$ cat src/hdl/assert_macros.svh
// Assertion macros shared by the vector ALU RTL.
`ifndef ASSERT_MACROS_SVH
`define ASSERT_MACROS_SVH

// Checked on every clock edge outside reset.
`define V3_ASSERT(lbl, prop) \
  lbl: assert property (@(posedge clk_i) disable iff (!rst_ni) prop) \
    else $error("vector alu assertion failed");

// Checked on every clock edge, reset included.
`define V3_ASSERT_ALWAYS(lbl, prop) \
  lbl: assert property (@(posedge clk_i) prop) \
    else $error("vector alu assertion failed");

`endif

$ cat src/hdl/v3alu_mul.sv
// Two-stage signed multiplier built from two half-width partial products.
module v3alu_mul #(
  parameter int unsigned AW = 33,
  parameter int unsigned BW = 33
) (
  input  logic                     clk_i,
  input  logic                     en_i,
  input  logic signed [AW-1:0]     a_i,
  input  logic signed [BW-1:0]     b_i,
  output logic signed [AW+BW-1:0]  p_o
);

  localparam int unsigned LB = BW / 2;
  localparam int unsigned HB = BW - LB;

  logic signed [LB:0]       b_lo;
  logic signed [HB-1:0]     b_hi;
  logic signed [AW+LB:0]    lo_q;
  logic signed [AW+HB-1:0]  hi_q;
  logic signed [AW+BW-1:0]  p_q;

  assign b_lo = $signed({1'b0, b_i[LB-1:0]});
  assign b_hi = b_i[BW-1:LB];

  always_ff @(posedge clk_i) begin
    if (en_i) begin
      lo_q <= a_i * b_lo;
      hi_q <= a_i * b_hi;
      p_q  <= $signed({hi_q, {LB{1'b0}}}) + (AW+BW)'(lo_q);
    end
  end

  assign p_o = p_q;

endmodule

$ cat config.mk
export PLATFORM = sky130hd
export DESIGN_NAME = v3alu_mul
export DESIGN_NICKNAME = d
export VERILOG_FILES = /design/src/hdl/assert_macros.svh /design/src/hdl/v3alu_mul.sv
export SDC_FILE = /design/constraint.sdc
export NUM_CORES = 2
export LEC_CHECK = 0
export BUFFER_PORTS_ARGS = -buffer_cell sky130_fd_sc_hd__buf_2
export CAP_MARGIN = 0
export CORE_AREA = 2 2 321 323
export CTS_BUF_LIST = sky130_fd_sc_hd__clkbuf_8
export DETAILED_ROUTE_END_ITERATION = 12
export DIE_AREA = 0 0 323 325
export SKIP_CTS_REPAIR_TIMING = 1
export SLEW_MARGIN = 20
export SYNTH_ARGS = -nofsm -noshare
export SYNTH_HDL_FRONTEND = slang
export SYNTH_SLANG_ARGS = --single-unit
$ cat constraint.sdc
create_clock -name clk_i -period 8.3 [get_ports clk_i]
set_clock_uncertainty 0.2 [all_clocks]
set_input_delay 0 -clock clk_i [delete_from_list [all_inputs] [get_ports clk_i]]
set_output_delay 0 -clock clk_i [all_outputs]
set_load 0.01 [all_outputs]
==> results.txt <==
----------------------------------------------------
[Detailed routing]
  Count of unresolved DRC violations after routing ... 0
  Via total after detailed routing ... around 32k
  DR vias/cell ... 5.13
  Total wire length after detailed routing ... 115,000 um
  First-pass DRT Iterations ... 5
  Initial drt markers ... 1,664
  Detailed-route wire length per cell ... between 15 and 20 um
  Detail Route Antenna Nets ... 0

[Synthesis]
  Synthesis Warnings ... 0
  Share of synthesized area occupied by flip-flops and latches ... 11.0%
  Number of flops mapped to enable cells by yosys ... 166
  Synth Area in Adders ... around 54%
  Synth Area in Compound Gates ... 6.33%
  Post-synthesis sequential element count ... between 150 and 200
  Post-Synth XOR/XNOR Area ... 2.69%
  Ys async rst share ... 0%
  Number of unique standard cell types used by synthesis ... 67
  Simple-gate portion of the synthesized area ... between 10% and 20%
  Multiplexer area fraction after synthesis ... less than 1%
  Net Count, Synth ... 6,234
  Gate count after technology mapping ... 4,841
  Predominant post-synthesis flop cell ... edfxtp_1
  Synthesized area ... 0.0453 mm^2
  Largest family of logic cells by synthesized area ... adder cells
  Per-instance average area after synthesis ... 9.37 um^2

[Die]
  Die height ... ~330 um
  Core area ... 0.101 mm^2
  Width of the die ... 323 um
  Number of top-level design ports ... about 130
  Floorplan row count ... approximately 120
  Die ar. ... 0.105 mm^2
  Initial core utilization ... 44.8%

[Worst setup path]
  Delay of the slowest cell on the worst path ... 0.69 ns
  Most common cell on crit path ... fa_1
  Critical path data required time ... 8.47 ns
  Signal arrival time at the worst endpoint ... 6.99 ns
  Type of the setup path with the least slack ... input port to flip-flop
  Slowest-stage cell, CP ... o21ai_0
  Endpoint kind of the worst setup timing path ... flip-flop
  Kind of start point of the critical path ... input port
  Top fanout value on the critical path ... 17
  Chain of cells forming the critical path ... dlygate4sd3_1 > buf_2 > buf_4 > nand2_1 > fa_1 > inv_1 > fa_1 > inv_1 > fa_1 > inv_1 > fa_1 > fa_1 > inv_1 > fa_1 > inv_1 > ha_1 > a211oi_1 > nand4b_1 > o21ai_0 > a21oi_1 > a21oi_1 > o21ai_1 > a221oi_1 > xnor2_1

[STA]
  Final worst-path setup slack ... roughly 1.5 ns
  Number of pins exceeding their max-slew limit in the final report ... 0
  Post-route minimum period ... 6.82 ns
  Upper clock frequency limit ... 147 MHz
  RSZ-0062 raised after global routing ... false
  Relative max-transition margin ... 34.9%
  Hold violation total from the final report ... 0
  Setup violation total in the final timing report ... 0
  Worst-margin pin slew ... 0.977 ns
  Final cycle utilization of the critical path ... 82.2%
  Setup TNS ... 0 ns

[Status]
  Run status ... complete, no violations

[Placement]
  Last weighted congestion value of the routability-driven placer ... 0.841
  Port Buffers ... between 100 and 150
  Setup slack at placement ... 0.927 ns
  Half-perimeter wire length of the detailed placement result ... 91,500 um
  Placed instance count ... 6,171

[CTS]
  TritonCTS clock tree ... done
  Maximum buffer depth of the clock tree ... 2
  Clock latency on the worst-skew pair ... 0.62 ns
  CTS Root Cell ... clkbuf_8
  CTS H-tree lvls ... 4
  Clock-pin slew of the registers on the worst-case setup and hold paths ... 0.12 ns
  Total clock sinks ... 166
  Clock buffers created by TritonCTS ... 17

[Final layout]
  Relative area change from synthesis to final layout ... 5.21%
  Fraction of final layout cells sized beyond drive strength 1 ... 4.63%
  Most common library cell in the layout ignoring fill and taps ... inv_1
  Commonest cells after routing, fill and taps aside ... 1,171 x inv_1, 1,040 x fa_1, 699 x nand2_1
  Layout net count ... between 6k and 7k
  Final standard cell count with taps included and fillers excluded ... 6,209

[Global routing]
  Global-route congestion overflow total ... 0
  Number of global-route vias before repair ... around 35k
  Antenna violations before repair ... 3
  Global routing met1 resource utilization ... 29.1%
  Met2 layer usage reported by global route ... 39.5%
  Global-route total usage across every layer ... 23.4%
  Busiest metal layer after global routing ... met2
  GR met3 Demand/Resource ... ~3.3%
  Largest net degree at the start of global routing ... 90
  Global-route wire length before repair ... 189,000 um

[Hold path]
  Class of the most critical hold timing path ... input port to flip-flop

[Run]
  Max_cap viols ... 0

----------------------------------------------------
-- state kept, by name (all words and copies together), names as in the netlist --
register / cells
hi_q: 50
p_o: 66
lo_q: 50
-- critical path: cells and delay by family --
family | cells | cell delay, ns
adders and majority gates | 7 | 2.83
xor gates and xnor gates | 1 | 0.11
buffers and inverters | 8 | 1.48
AOI/OAI and AO/OA | 6 | 2.25
and+or+nand+nor | 2 | 0.30
-- area by class of cell --
type / instances / area, um^2
Fill cell: 9889 / 53600
Tap cell: 1368 / 1710
Timing Repair Buffer: 183 / 1060
Inverter: 1169 / 4390
Multi-Input combinational cell: 3289 / 35200
Clock buffer: 17 / 234
Antenna cell: 2 / 5.00
Sequential cell: 166 / 4980
Clock inverter: 15 / 165
-- per-layer routing --
metal | routed length [um] | share of wire (%) | up-vias
met5 | 31 | 0.027 | -
met4 | 6240 | 5.4 | 4
met3 | 6110 | 5.3 | 215
met2 | 56400 | 49 | 805
met1 | 46300 | 40 | 16500
li1 | - | - | 14300
-- kinds of logic after synthesis --
group,Yosys count
xor+xnor,139
fa+ha+maj,1325
mux,2
simple gates,1389
buf+inv,1386
flops,166
compound gates,434
-- synthesized netlist by cell type (70+ instances only) --
cell type | instances | area share, %
a21o_1 | 83 | 1.4
a21oi_1 | 125 | 1.4
clkbuf_1 | 214 | 1.8
inv_1 | 1169 | 9.7
ha_1 | 285 | 7.9
xnor2_1 | 99 | 1.9
fa_1 | 1040 | 46
edfxtp_1 | 166 | 11
and2_1 | 438 | 6.0
nand2_1 | 699 | 5.8
o21ai_0 | 70 | 0.77
nor2_1 | 103 | 0.85
-- per-stage QoR --
stage / instance area (um^2) / hold slack [ns] / utilization (%)
final: 47700 / 0.0587 / 47.1
after global routing: 47700 / 0.137 / 47.1
after CTS: 47700 / -0.258 / 47.0
after detailed placement: 47300 / 0.205 / 46.6
after global placement: 47300 / 0.201 / 46.6
after floorplan: 45300 / -0.0875 / -
-- path summary, 6_finish.rpt --
path	start	slack, ns	cells past startpoint	to
worst max-delay path	a_i[0]	1.48	24	lo_q[46]$_DFFE_PP_
worst min-delay path	b_i[17]	0.06	3	hi_q[1]$_DFFE_PP_
worst max register to register	lo_q[16]$_DFFE_PP_	4.11	13	p_o[58]$_DFFE_PP_
worst min register to register	lo_q[4]$_DFFE_PP_	0.23	0	p_o[4]$_DFFE_PP_
Power is left out: the tool's default activity adds up to more than one toggle a clock period on the data nets, which glitch-free logic cannot reach.
